$ cat config.mk
export PLATFORM = sky130hd
export DESIGN_NAME = motion_sensor_qualifier_flat
export DESIGN_NICKNAME = d
export VERILOG_FILES = /design/src/rtl/core/mtq_pkg.sv /design/src/rtl/core/mtq_in_if.sv /design/src/rtl/core/mtq_out_if.sv /design/src/rtl/core/mtq_vote.sv /design/src/rtl/core/mtq_fsm.sv /design/src/rtl/core/motion_sensor_qualifier.sv /design/src/flat_wrapper.sv
export SDC_FILE = /design/constraint.sdc
export NUM_CORES = 1
export LEC_CHECK = 0
export ABC_AREA = 1
export CORE_MARGIN = 2
export CORE_UTILIZATION = 45
export DETAILED_ROUTE_END_ITERATION = 12
export DONT_BUFFER_PORTS = 1
export PLACE_DENSITY_LB_ADDON = 0.2
export SYNTH_ARGS = -nofsm -noshare
export SYNTH_HDL_FRONTEND = slang
export SYNTH_HIERARCHICAL = 1
export SYNTH_SLANG_ARGS = --single-unit
export TNS_END_PERCENT = 100
$ cat constraint.sdc
create_clock -name clk -period 35.3 [get_ports clk]
set_input_delay 3.53 -clock clk [delete_from_list [all_inputs] [get_ports clk]]
set_output_delay 3.53 -clock clk [all_outputs]
set_load 0.02 [all_outputs]
$ cat src/rtl/core/mtq_pkg.sv
`timescale 1ns / 1ps
`default_nettype none

package mtq_pkg;

    // Vote buffer size limit
    localparam int VOTE_MAX_DEF = 8;

    // Configuration register map
    localparam int CFG_IDX_W  = 2;
    localparam int CFG_DATA_W = 32;

    localparam logic [CFG_IDX_W-1:0] REG_FILTER_DEPTH  = 2'd0;
    localparam logic [CFG_IDX_W-1:0] REG_DEBOUNCE_TIME = 2'd1;
    localparam logic [CFG_IDX_W-1:0] REG_HOLD_TIME     = 2'd2;

    localparam int DEPTH_CFG_W = 4;

    localparam logic [DEPTH_CFG_W-1:0] FILTER_DEPTH_RST  = 4'd3;
    localparam logic [31:0]            DEBOUNCE_TIME_RST = 32'd50;
    localparam logic [31:0]            HOLD_TIME_RST     = 32'd2000;

    // Encoded mode as seen on the result channel
    localparam logic [1:0] MODE_CODE_IDLE      = 2'd0;
    localparam logic [1:0] MODE_CODE_TRIGGERED = 2'd1;
    localparam logic [1:0] MODE_CODE_ACTIVE    = 2'd2;
    localparam logic [1:0] MODE_CODE_HOLDING   = 2'd3;

    // Hold machine states, one-hot
    typedef enum logic [3:0] {
        ST_IDLE      = 4'b0001,
        ST_TRIGGERED = 4'b0010,
        ST_ACTIVE    = 4'b0100,
        ST_HOLDING   = 4'b1000
    } mode_state_t;

    // Status from the hold machine for one item
    typedef struct packed {
        logic [1:0]  mode;
        logic        motion_detected;
        logic        triggered_event;
        logic        active_event;
        logic        idle_event;
        logic        stable_level;
        logic [31:0] trigger_total;
        logic [31:0] last_duration;
    } fsm_status_t;

endpackage

`default_nettype wire

$ cat src/rtl/core/mtq_in_if.sv
`timescale 1ns / 1ps
`default_nettype none

interface mtq_in_if;
    logic        valid;
    logic        ready;
    logic        sensor_level;
    logic [31:0] now_time;

    modport source (output valid, output sensor_level, output now_time, input ready);
    modport sink   (input valid, input sensor_level, input now_time, output ready);
endinterface

`default_nettype wire

$ cat src/rtl/core/mtq_out_if.sv
`timescale 1ns / 1ps
`default_nettype none

interface mtq_out_if;
    logic        valid;
    logic        ready;
    logic [1:0]  mode;
    logic        motion_detected;
    logic        triggered_event;
    logic        active_event;
    logic        idle_event;
    logic        filtered_level;
    logic        stable_level;
    logic [31:0] trigger_total;
    logic [31:0] last_duration;

    modport source (
        output valid, output mode, output motion_detected, output triggered_event,
        output active_event, output idle_event, output filtered_level,
        output stable_level, output trigger_total, output last_duration,
        input ready
    );
    modport sink (
        input valid, input mode, input motion_detected, input triggered_event,
        input active_event, input idle_event, input filtered_level,
        input stable_level, input trigger_total, input last_duration,
        output ready
    );
endinterface

`default_nettype wire

$ cat src/rtl/core/mtq_vote.sv
`timescale 1ns / 1ps
`default_nettype none

// Circular sample buffer with majority vote over the first depth entries.
module mtq_vote #(
    parameter int VOTE_MAX = mtq_pkg::VOTE_MAX_DEF
) (
    input  wire logic                           clk,
    input  wire logic                           rst_n,
    input  wire logic                           advance,
    input  wire logic                           level,
    input  wire logic [mtq_pkg::DEPTH_CFG_W-1:0] depth_cfg,
    output logic                                filtered
);

    localparam int PW = (VOTE_MAX > 1) ? $clog2(VOTE_MAX) : 1;
    localparam int DW = $clog2(VOTE_MAX + 1);

    logic [VOTE_MAX-1:0] samples_reg, samples_next;
    logic [PW-1:0]       pos_reg, pos_next;
    logic [DW-1:0]       depth;
    logic [DW-1:0]       wrap_val;
    logic [DW-1:0]       ones;

    // Clamp depth to 1..VOTE_MAX
    always_comb
    begin
        if (depth_cfg == '0)
            depth = DW'(1);
        else if (depth_cfg > mtq_pkg::DEPTH_CFG_W'(VOTE_MAX))
            depth = DW'(VOTE_MAX);
        else
            depth = DW'(depth_cfg);
    end

    always_comb
    begin
        samples_next          = samples_reg;
        samples_next[pos_reg] = level;

        // (pos + 1) mod depth; the sum never exceeds VOTE_MAX
        wrap_val = DW'(pos_reg) + DW'(1);
        for (int i = 0; i < VOTE_MAX; i++)
        begin
            if (wrap_val >= depth)
                wrap_val = wrap_val - depth;
        end
        pos_next = wrap_val[PW-1:0];

        ones = '0;
        for (int i = 0; i < VOTE_MAX; i++)
        begin
            if (samples_next[i] && (DW'(i) < depth))
                ones = ones + DW'(1);
        end
    end

    assign filtered = (ones > (depth >> 1));

    always_ff @(posedge clk or negedge rst_n)
    begin
        if (!rst_n)
        begin
            samples_reg <= '0;
            pos_reg     <= '0;
        end
        else if (advance)
        begin
            samples_reg <= samples_next;
            pos_reg     <= pos_next;
        end
    end

endmodule

`default_nettype wire

$ cat src/rtl/core/mtq_fsm.sv
`timescale 1ns / 1ps
`default_nettype none

// Debounce timer and the idle/triggered/active/holding machine.
module mtq_fsm (
    input  wire logic                 clk,
    input  wire logic                 rst_n,
    input  wire logic                 advance,
    input  wire logic                 filtered,
    input  wire logic [31:0]          now,
    input  wire logic [31:0]          debounce_time,
    input  wire logic [31:0]          hold_time,
    output mtq_pkg::fsm_status_t      status
);

    mtq_pkg::mode_state_t state_reg, state_next;

    logic        stable_reg, stable_next;
    logic [31:0] change_ts_reg, change_ts_next;
    logic [31:0] trig_ts_reg, trig_ts_next;
    logic [31:0] hold_ts_reg, hold_ts_next;
    logic [31:0] count_reg, count_next;
    logic [31:0] dur_reg, dur_next;
    logic        ev_trig, ev_act, ev_idle;
    logic [1:0]  mode_code;

    // Debounce: accept a change only once it has persisted
    always_comb
    begin
        stable_next    = stable_reg;
        change_ts_next = change_ts_reg;
        if (filtered != stable_reg)
        begin
            if ((now - change_ts_reg) >= debounce_time)
            begin
                stable_next    = filtered;
                change_ts_next = now;
            end
        end
        else
        begin
            change_ts_next = now;
        end
    end

    always_comb
    begin
        state_next   = state_reg;
        trig_ts_next = trig_ts_reg;
        hold_ts_next = hold_ts_reg;
        count_next   = count_reg;
        dur_next     = dur_reg;
        ev_trig      = 1'b0;
        ev_act       = 1'b0;
        ev_idle      = 1'b0;
        unique case (state_reg)
            mtq_pkg::ST_IDLE:
            begin
                if (stable_next)
                begin
                    state_next   = mtq_pkg::ST_TRIGGERED;
                    trig_ts_next = now;
                    count_next   = count_reg + 32'd1;
                    ev_trig      = 1'b1;
                end
            end
            mtq_pkg::ST_TRIGGERED:
            begin
                state_next = mtq_pkg::ST_ACTIVE;
                ev_act     = 1'b1;
            end
            mtq_pkg::ST_ACTIVE:
            begin
                if (stable_next)
                    ev_act = 1'b1;
                else
                begin
                    state_next   = mtq_pkg::ST_HOLDING;
                    hold_ts_next = now;
                    dur_next     = now - trig_ts_reg;
                end
            end
            mtq_pkg::ST_HOLDING:
            begin
                if (stable_next)
                begin
                    // retrigger keeps the original trigger time
                    state_next = mtq_pkg::ST_ACTIVE;
                    count_next = count_reg + 32'd1;
                    ev_trig    = 1'b1;
                end
                else if ((now - hold_ts_reg) >= hold_time)
                begin
                    state_next = mtq_pkg::ST_IDLE;
                    ev_idle    = 1'b1;
                end
                else
                    ev_act = 1'b1;
            end
            default:
            begin
                state_next = mtq_pkg::ST_IDLE;
            end
        endcase
    end

    always_comb
    begin
        unique case (state_next)
            mtq_pkg::ST_IDLE:      mode_code = mtq_pkg::MODE_CODE_IDLE;
            mtq_pkg::ST_TRIGGERED: mode_code = mtq_pkg::MODE_CODE_TRIGGERED;
            mtq_pkg::ST_ACTIVE:    mode_code = mtq_pkg::MODE_CODE_ACTIVE;
            mtq_pkg::ST_HOLDING:   mode_code = mtq_pkg::MODE_CODE_HOLDING;
            default:               mode_code = mtq_pkg::MODE_CODE_IDLE;
        endcase
    end

    always_comb
    begin
        status.mode            = mode_code;
        status.motion_detected = (mode_code != mtq_pkg::MODE_CODE_IDLE);
        status.triggered_event = ev_trig;
        status.active_event    = ev_act;
        status.idle_event      = ev_idle;
        status.stable_level    = stable_next;
        status.trigger_total   = count_next;
        status.last_duration   = dur_next;
    end

    always_ff @(posedge clk or negedge rst_n)
    begin
        if (!rst_n)
        begin
            state_reg     <= mtq_pkg::ST_IDLE;
            stable_reg    <= 1'b0;
            change_ts_reg <= '0;
            trig_ts_reg   <= '0;
            hold_ts_reg   <= '0;
            count_reg     <= '0;
            dur_reg       <= '0;
        end
        else if (advance)
        begin
            state_reg     <= state_next;
            stable_reg    <= stable_next;
            change_ts_reg <= change_ts_next;
            trig_ts_reg   <= trig_ts_next;
            hold_ts_reg   <= hold_ts_next;
            count_reg     <= count_next;
            dur_reg       <= dur_next;
        end
    end

endmodule

`default_nettype wire

$ cat src/rtl/core/motion_sensor_qualifier.sv
`timescale 1ns / 1ps
`default_nettype none

// Motion sensor qualifier: majority vote, debounce, hold machine.
// Path: an accepted item is held in the input register; the combinational
// vote and mode update feed the result register, which drives the results.
// Throughput: 1 item per cycle while the result side is not stalled.
// Reset (rst_n, async low): vote buffer, debounce and mode state cleared,
// config returns to depth 3, debounce 50 ms, hold 2000 ms.
module motion_sensor_qualifier #(
    parameter int VOTE_MAX = mtq_pkg::VOTE_MAX_DEF
) (
    input  wire logic                          clk,
    input  wire logic                          rst_n,
    mtq_in_if.sink                             samples,
    mtq_out_if.source                          results,
    input  wire logic                          wr_en,
    input  wire logic [mtq_pkg::CFG_IDX_W-1:0]  wr_index,
    input  wire logic [mtq_pkg::CFG_DATA_W-1:0] wr_data
);

    // ---------------- configuration registers ----------------
    logic [mtq_pkg::DEPTH_CFG_W-1:0] depth_cfg_reg;
    logic [31:0]                     debounce_reg;
    logic [31:0]                     hold_reg;

    always_ff @(posedge clk or negedge rst_n)
    begin
        if (!rst_n)
        begin
            depth_cfg_reg <= mtq_pkg::FILTER_DEPTH_RST;
            debounce_reg  <= mtq_pkg::DEBOUNCE_TIME_RST;
            hold_reg      <= mtq_pkg::HOLD_TIME_RST;
        end
        else if (wr_en)
        begin
            unique case (wr_index)
                mtq_pkg::REG_FILTER_DEPTH:  depth_cfg_reg <= wr_data[mtq_pkg::DEPTH_CFG_W-1:0];
                mtq_pkg::REG_DEBOUNCE_TIME: debounce_reg  <= wr_data[31:0];
                mtq_pkg::REG_HOLD_TIME:     hold_reg      <= wr_data[31:0];
                default:                    ;  // unmapped index, ignored
            endcase
        end
    end

    // ---------------- input register ----------------
    logic        in_valid_reg;
    logic        level_reg;
    logic [31:0] now_reg;
    logic        advance;
    logic        accept;

    // The item in the input register moves on whenever the result register
    // is empty or being drained this cycle.
    assign advance       = in_valid_reg && (!results.valid || results.ready);
    assign samples.ready = !in_valid_reg || advance;
    assign accept        = samples.valid && samples.ready;

    always_ff @(posedge clk or negedge rst_n)
    begin
        if (!rst_n)
            in_valid_reg <= 1'b0;
        else if (accept)
            in_valid_reg <= 1'b1;
        else if (advance)
            in_valid_reg <= 1'b0;
    end

    always_ff @(posedge clk)
    begin
        if (accept)
        begin
            level_reg <= samples.sensor_level;
            now_reg   <= samples.now_time;
        end
    end

    // ---------------- processing ----------------
    logic                 filtered;
    mtq_pkg::fsm_status_t status;

    mtq_vote #(
        .VOTE_MAX (VOTE_MAX)
    ) u_vote (
        .clk       (clk),
        .rst_n     (rst_n),
        .advance   (advance),
        .level     (level_reg),
        .depth_cfg (depth_cfg_reg),
        .filtered  (filtered)
    );

    mtq_fsm u_fsm (
        .clk           (clk),
        .rst_n         (rst_n),
        .advance       (advance),
        .filtered      (filtered),
        .now           (now_reg),
        .debounce_time (debounce_reg),
        .hold_time     (hold_reg),
        .status        (status)
    );

    // ---------------- result register ----------------
    logic                 out_valid_reg;
    logic                 filtered_reg;
    mtq_pkg::fsm_status_t status_reg;

    always_ff @(posedge clk or negedge rst_n)
    begin
        if (!rst_n)
            out_valid_reg <= 1'b0;
        else if (advance)
            out_valid_reg <= 1'b1;
        else if (results.ready)
            out_valid_reg <= 1'b0;
    end

    always_ff @(posedge clk)
    begin
        if (advance)
        begin
            filtered_reg <= filtered;
            status_reg   <= status;
        end
    end

    assign results.valid           = out_valid_reg;
    assign results.mode            = status_reg.mode;
    assign results.motion_detected = status_reg.motion_detected;
    assign results.triggered_event = status_reg.triggered_event;
    assign results.active_event    = status_reg.active_event;
    assign results.idle_event      = status_reg.idle_event;
    assign results.filtered_level  = filtered_reg;
    assign results.stable_level    = status_reg.stable_level;
    assign results.trigger_total   = status_reg.trigger_total;
    assign results.last_duration   = status_reg.last_duration;

endmodule

`default_nettype wire
$ cat src/flat_wrapper.sv
// flat-port wrapper written by rule: the top's interface ports become plain ports
module motion_sensor_qualifier_flat 
#(
    parameter int VOTE_MAX = mtq_pkg::VOTE_MAX_DEF
)
  (clk, rst_n, wr_en, wr_index, wr_data, samples_valid, samples_sensor_level, samples_now_time, samples_ready, results_valid, results_mode, results_motion_detected, results_triggered_event, results_active_event, results_idle_event, results_filtered_level, results_stable_level, results_trigger_total, results_last_duration, results_ready);
  mtq_in_if samples_i ();
  mtq_out_if results_i ();
  input  wire logic clk;
  input  wire logic rst_n;
  input  wire logic wr_en;
  input  wire logic [mtq_pkg::CFG_IDX_W-1:0] wr_index;
  input  wire logic [mtq_pkg::CFG_DATA_W-1:0] wr_data;
  input wire logic [$bits(samples_i.valid)-1:0] samples_valid;
  input wire logic [$bits(samples_i.sensor_level)-1:0] samples_sensor_level;
  input wire logic [$bits(samples_i.now_time)-1:0] samples_now_time;
  output wire logic [$bits(samples_i.ready)-1:0] samples_ready;
  output wire logic [$bits(results_i.valid)-1:0] results_valid;
  output wire logic [$bits(results_i.mode)-1:0] results_mode;
  output wire logic [$bits(results_i.motion_detected)-1:0] results_motion_detected;
  output wire logic [$bits(results_i.triggered_event)-1:0] results_triggered_event;
  output wire logic [$bits(results_i.active_event)-1:0] results_active_event;
  output wire logic [$bits(results_i.idle_event)-1:0] results_idle_event;
  output wire logic [$bits(results_i.filtered_level)-1:0] results_filtered_level;
  output wire logic [$bits(results_i.stable_level)-1:0] results_stable_level;
  output wire logic [$bits(results_i.trigger_total)-1:0] results_trigger_total;
  output wire logic [$bits(results_i.last_duration)-1:0] results_last_duration;
  input wire logic [$bits(results_i.ready)-1:0] results_ready;
  assign samples_i.valid = samples_valid;
  assign samples_i.sensor_level = samples_sensor_level;
  assign samples_i.now_time = samples_now_time;
  assign samples_ready = samples_i.ready;
  assign results_valid = results_i.valid;
  assign results_mode = results_i.mode;
  assign results_motion_detected = results_i.motion_detected;
  assign results_triggered_event = results_i.triggered_event;
  assign results_active_event = results_i.active_event;
  assign results_idle_event = results_i.idle_event;
  assign results_filtered_level = results_i.filtered_level;
  assign results_stable_level = results_i.stable_level;
  assign results_trigger_total = results_i.trigger_total;
  assign results_last_duration = results_i.last_duration;
  assign results_i.ready = results_ready;
  motion_sensor_qualifier #(.VOTE_MAX(VOTE_MAX)) u_core (.clk(clk), .rst_n(rst_n), .samples(samples_i), .results(results_i), .wr_en(wr_en), .wr_index(wr_index), .wr_data(wr_data));
endmodule
# Word-level counts from Yosys, hierarchy flattened
# Cells that the tools add are included.
# totals
output_inout_bits	74
ff_bits	351
inputBits	72
# op_classes
mux	44
eq_ne	11
n_bitwise	2
reduce_logical	28
n_lt_le_gt_ge	22
n_addsub	20
# ops
operator	count
two-way mux 32 bit	6
subtractor 32 bit	3
two-way mux 4 bit	20
greater-or-equal comparator 32 bit	2
adder 32 x 1 -> 32 bit, second input constant	1
greater-or-equal comparator 4 bit	8
adder 4 x 1 -> 4 bit, second input constant	7
subtractor 4 bit	7
< comparator 3 x 4 -> 1 bit, first input constant	4
case mux 4 bit (4 select lines)	1
two-way mux 1 bit	12
logical AND 1 bit	11
bitwise mux 8 bit	1
equality test 4 x 2 -> 1 bit, second input constant	2
equality test 4 x 3 -> 1 bit, second input constant	2
equality test 4 bit, second input constant	2
< comparator 1 x 4 -> 1 bit, first input constant	2
< comparator 2 x 4 -> 1 bit, first input constant	2
AND reduction 2 bit	4
case mux 2 bit (3 select lines)	1
AND reduction 3 bit	2
nonzero test 2 bit	3
adder 3 x 1 -> 4 bit, second input constant	1
equality test 4 x 1 -> 1 bit, second input constant	1
18 further kinds	22

# Depth between registers and ports, before layout
# logic_depth
depth_word	29
mapped_depth	73
ltp_nobuf	73

# Modules after synthesis
# The synthesis kept the hierarchy.
# modules_own_cells
module	seq_area_each_um2	cells_per_inst	n_inst	area_per_inst_um2
mtq_fsm	4130.2	2230	1	15295.9
motion_sensor_qualifier	4918.5	422	1	6157.2
mtq_vote	275.3	475	1	2984.1

# Worst setup path before layout
# Ideal clock, no wire load.
# synth_timing
path_kind	register to register
from	register u_core/depth_cfg_reg[1] (netlist name)
to	register u_core.u_vote.pos_reg[0]
setup_slack_ns	23.775
path_stages_with_launch	68
setup_ns	0.065
n_path_buf	0
t_required_ns	35.235
synth_period_minus_slack_ns	11.525
t_arrival_ns	11.460
cell_sequence	dfstp_2 > inv_1 > a21oi_1 > inv_1 > ha_1 > nand4_1 > nand2_1 > nand2_1 > nand2_1 > inv_1 > ha_1 > fa_1 > inv_1 > a21oi_1 > nand2_1 > a21oi_2 > nand3_1 > nand2_1 > [... 32 more ...] > nand2_1 > and2_1 > ha_1 > inv_1 > nor2_1 > a311o_1 > a21oi_1 > or2_2 > and2_1 > ha_1 > inv_1 > fa_1 > a221o_1 > a31oi_1 > inv_1 > a21oi_1 > nand2_1 > nand2_1
# synth_between
elab_chain_cells	19
elab_cells_between_ends	28
classes_between	add/sub (8); order compare (9); mux (10); reduce/logical (1)
# synth_lines
element	line	source
from (decl)	motion_sensor_qualifier.sv:23	logic [mtq_pkg::DEPTH_CFG_W-1:0] depth_cfg_reg;
from (signal assigned)	motion_sensor_qualifier.sv:31	depth_cfg_reg <= mtq_pkg::FILTER_DEPTH_RST;
from (signal assigned)	motion_sensor_qualifier.sv:38	mtq_pkg::REG_FILTER_DEPTH: depth_cfg_reg <= wr_data[mtq_pkg::DEPTH_CFG_W-1:0];
greater-than comparator 4 bit	mtq_vote.sv:30	else if (depth_cfg > mtq_pkg::DEPTH_CFG_W'(VOTE_MAX))
two-way mux 4 bit	mtq_vote.sv:30	
two-way mux 4 bit *	mtq_vote.sv:28	if (depth_cfg == '0)
subtractor 4 bit or greater-or-equal comparator 4 bit (tied branches)	mtq_vote.sv:46, mtq_vote.sv:45	
two-way mux 4 bit	mtq_vote.sv:45	if (wrap_val >= depth)
subtractor 4 bit or greater-or-equal comparator 4 bit (tied branches)	mtq_vote.sv:46, mtq_vote.sv:45	
two-way mux 4 bit	mtq_vote.sv:45	
subtractor 4 bit or greater-or-equal comparator 4 bit (tied branches)	mtq_vote.sv:46, mtq_vote.sv:45	
[... 3 more ...]	-	
subtractor 4 bit or greater-or-equal comparator 4 bit (tied branches)	mtq_vote.sv:46, mtq_vote.sv:45	
two-way mux 4 bit	mtq_vote.sv:45	
subtractor 4 bit or greater-or-equal comparator 4 bit (tied branches)	mtq_vote.sv:46, mtq_vote.sv:45	
two-way mux 4 bit	mtq_vote.sv:45	
subtractor 4 bit or greater-or-equal comparator 4 bit (tied branches)	mtq_vote.sv:46, mtq_vote.sv:45	
two-way mux 4 bit	mtq_vote.sv:45	
greater-or-equal comparator 4 bit or subtractor 3 bit (tied branches)	mtq_vote.sv:45, mtq_vote.sv:46	
two-way mux 3 bit *	mtq_vote.sv:45	
to (signal assigned)	mtq_vote.sv:70	pos_reg <= pos_next;
to (decl)	mtq_vote.sv:20	logic [PW-1:0] pos_reg, pos_next;
# Every way passes the cells marked *; elsewhere a longest branch is shown, timed or not.
# A chain may end at the register's enable or synchronous reset.

# Final worst setup path
# layout_timing
from	register u_core/depth_cfg_reg[3] (netlist name)
to	register u_core.u_vote.pos_reg[2]
# The elaborated chain is that of the path after synthesis.

==> impl_metrics.env <==
export IMPL_synthCells=3127
export IMPL_worstHoldPathCells=2
export IMPL_setup_tns_ns=0
export IMPL_syn_cell_area_um2=24400
export IMPL_std_cell_rows=85
export IMPL_holdPathEnd="u_core/hold_reg[7]"
export IMPL_globalplace_congestion=0.918
export IMPL_cts_setup_buffers=0
export IMPL_die_area_um2=56200
export IMPL_rsz0062_at_grt="no"
export IMPL_start_util=0.455
export IMPL_cts_buffers=41
export IMPL_reg2reg_from="u_core/depth_cfg_reg[3]"
export IMPL_crit_slowest_cell="fa_1"
export IMPL_synth_distinct_cells=60
export IMPL_syn_num_nets=3411
export IMPL_maxSlewViolCount=0
export IMPL_port_buffers=0
export IMPL_drtIter0Drc=1374
export IMPL_hp_class="reg2reg"
export IMPL_synth_edff_count=105
export IMPL_grt_ovfl_total=0
export IMPL_min_period_ns=12.69
export IMPL_drc_errors=0
export IMPL_cp_arrival_ns=13.20
export IMPL_max_stage_delay_ns=0.47
export IMPL_relSlewSlack=0.310
export IMPL_ctsResizeCount=0
export IMPL_syn_to_final_growth_pct=7.35
export IMPL_ys_warn_count=6
export IMPL_hpwlAfterDp_um=47700
export IMPL_cts_buffer_depth=3
export IMPL_worstSetupEndpointType="flop"
export IMPL_grtUsageTotal=0.226
export IMPL_worst_slew_pin_slew_ns=1.03
export IMPL_clkLatencyLatePin_ns=0.57
export IMPL_vias=20269
export IMPL_cts_tree="done"
export IMPL_wl_per_cell_um=16.6
export IMPL_crit_required_ns=35.81
export IMPL_antenna_found_initial=1
export IMPL_async_reset_ff_frac=0.701
export IMPL_grt_max_degree=247
export IMPL_drive_gt1_frac=0.0751
export IMPL_core_area_um2=53700
export IMPL_cts_sinks=351
export IMPL_postCtsHoldBufs=0
export IMPL_outcome="complete, no violations"
export IMPL_worst_setup_path_type="reg2reg"
export IMPL_fin_nets=3367
export IMPL_h_tree_depth=2
export IMPL_ant_nets=0
export IMPL_drt_wl_total_um=63200
export IMPL_die_h_um=237
export IMPL_setup_viol_count_final=0
export IMPL_syn_avg_cell_area_um2=7.81
export IMPL_worstReg2RegEnd="u_core/u_vote/pos_reg[2]"
export IMPL_drt_first_pass_iters=5
export IMPL_hold_viol=0
export IMPL_cp_max_fo=8
export IMPL_yosysSeqAreaShare=0.382
export IMPL_clkSlewWorstSetupHoldPaths_ns=0.06
export IMPL_pin_count=146
export IMPL_synth_seq_cells=351
export IMPL_grt_pass1_wl_um=102000
export IMPL_max_freq_mhz=78.8
export IMPL_critPathLaunchType="flop"
export IMPL_viasPerCell=5.32
export IMPL_path_common_cell="nor2_1"
export IMPL_grt_pass1_vias=19639
export IMPL_period_share=0.359
export IMPL_cts_root_buffer="clkbuf_16"
export IMPL_min_from="u_core/hold_reg[7]"
export IMPL_maxCapViolations=0
export IMPL_rrSetupSlack_ns=22.61
export IMPL_nFillCells=5209
export IMPL_floorplan_die_width_um=237
export IMPL_fin_worst_skew_ns=0.0222
export IMPL_synth_flop_cell="dfrtp_1"
export IMPL_ff2ff_path_depth=71
==> logic make-up (layout without fill, tap and decap cells) <==
logic type | count (synthesis) | count (layout) | share of synthesized area
other | 0 | 1 | 0
buffers and inverters | 522 | 511 | 0.0898
AND/OR/NAND/NOR | 1416 | 1416 | 0.258
flip-flops | 351 | 351 | 0.382
XOR/XNOR | 118 | 118 | 0.0423
adder cells (fa/ha/maj) | 212 | 212 | 0.112
AO/OA/AOI/OAI | 508 | 508 | 0.117
==> layout make-up <==
type | instances | area [um2] | area share
multi-input cells | 2254 | 12900 | 0.493
flip-flops and latches | 351 | 9320 | 0.355
inverters | 427 | 1610 | 0.0613
clock buffers | 54 | 1140 | 0.0434
well taps | 696 | 871 | 0.0332
clock inverters | 22 | 275 | 0.0105
repair buffers | 8 | 72.6 | 0.00277
diodes | 1 | 2.50 | 0.0000954
==> worst max-delay path, delay by kind of cell (launching register included) <==
kind            cells  cell delay, ns
flops               1            0.43
simple gates       32            3.84
fa+ha+maj          14            4.19
buf+inv            11            1.12
compound gates     14            2.98
==> stage by stage <==
step / hold WS [ns] / setup WS [ns] / util / area [um2] / cells
detailed placement: 0.457 / 22.77 / 0.462 / 24800 / 3736
floorplan: 0.442 / 23.77 / - / 24400 / 3127
finish: 0.465 / 22.61 / 0.488 / 26200 / 3813
CTS: 0.466 / 22.73 / 0.488 / 26200 / 3812
global placement: 0.454 / 23.24 / 0.462 / 24800 / 3736
global route: 0.486 / 21.46 / 0.488 / 26200 / 3812
==> layout by cell type (no fill, tap or decap), types with 12 or more instances in the layout <==
cell type    n
inv_1      416
o21ai_0    217
dfstp_2     12
dfrtp_1    234
nand2_2     60
edfxtp_1   105
nor3_1      35
clkbuf_16   43
o21ai_1     22
nor2_1     153
nand3_1    150
xor2_1      85
nand4_1    109
xnor2_1     33
nand2_1    833
a21oi_1    169
o21ai_2     41
ha_1       201
and2_1      17
==> worst max-delay path by stage <==
stage	from	to	slack [ns]	depth (start not counted)
5_1_grt	u_core/depth_cfg_reg[3]	u_core/u_vote/pos_reg[2]	21.46	71
2_1_floorplan	u_core/depth_cfg_reg[1]	u_core/u_vote/pos_reg[0]	23.77	67
3_3_place_gp	u_core/depth_cfg_reg[3]	u_core/u_vote/pos_reg[2]	23.24	71
3_5_place_dp	u_core/depth_cfg_reg[3]	u_core/u_vote/pos_reg[2]	22.77	71
4_1_cts	u_core/depth_cfg_reg[3]	u_core/u_vote/pos_reg[2]	22.73	71
6_report	u_core/depth_cfg_reg[3]	u_core/u_vote/pos_reg[2]	22.61	71
==> cell usage after synthesis, types with 3 or more instances <==
cell | instances | share of area
nand2_1 | 833 | 0.13
inv_1 | 416 | 0.064
dfrtp_1 | 234 | 0.24
o21ai_0 | 217 | 0.044
ha_1 | 201 | 0.10
a21oi_1 | 170 | 0.035
nor2_1 | 153 | 0.024
nand3_1 | 151 | 0.031
nand4_1 | 109 | 0.028
edfxtp_1 | 105 | 0.13
xor2_1 | 85 | 0.030
nand2_2 | 60 | 0.015
o21ai_2 | 42 | 0.015
buf_2 | 38 | 0.0078
nor3_1 | 35 | 0.0072
xnor2_1 | 33 | 0.012
clkbuf_1 | 26 | 0.0040
o21ai_1 | 22 | 0.0045
and2_1 | 17 | 0.0044
buf_6 | 12 | 0.0055
dfstp_2 | 12 | 0.013
fa_1 | 11 | 0.0090
o21a_1 | 11 | 0.0034
nand3b_1 | 10 | 0.0031
or2_2 | 9 | 0.0023
a21o_1 | 8 | 0.0025
buf_4 | 8 | 0.0025
inv_2 | 8 | 0.0012
nand3_2 | 8 | 0.0033
a21boi_0 | 7 | 0.0022
nor4_1 | 7 | 0.0018
a31oi_1 | 6 | 0.0015
nor2_2 | 6 | 0.0015
o21bai_1 | 6 | 0.0018
buf_8 | 5 | 0.0031
nand2_4 | 5 | 0.0023
o211ai_1 | 5 | 0.0015
buf_1 | 4 | 0.00061
o221ai_1 | 4 | 0.0014
nand3_4 | 3 | 0.0022
==> per-layer routing <==
metal | GRT usage | wire (um)
met5 | 0 | 10
met4 | 0.0746 | 1850
met3 | 0.0340 | 2740
met2 | 0.390 | 30800
met1 | 0.290 | 27800
Power is not shown: default switching activity piles up to over one toggle a cycle in this logic, so the estimate is an artifact.
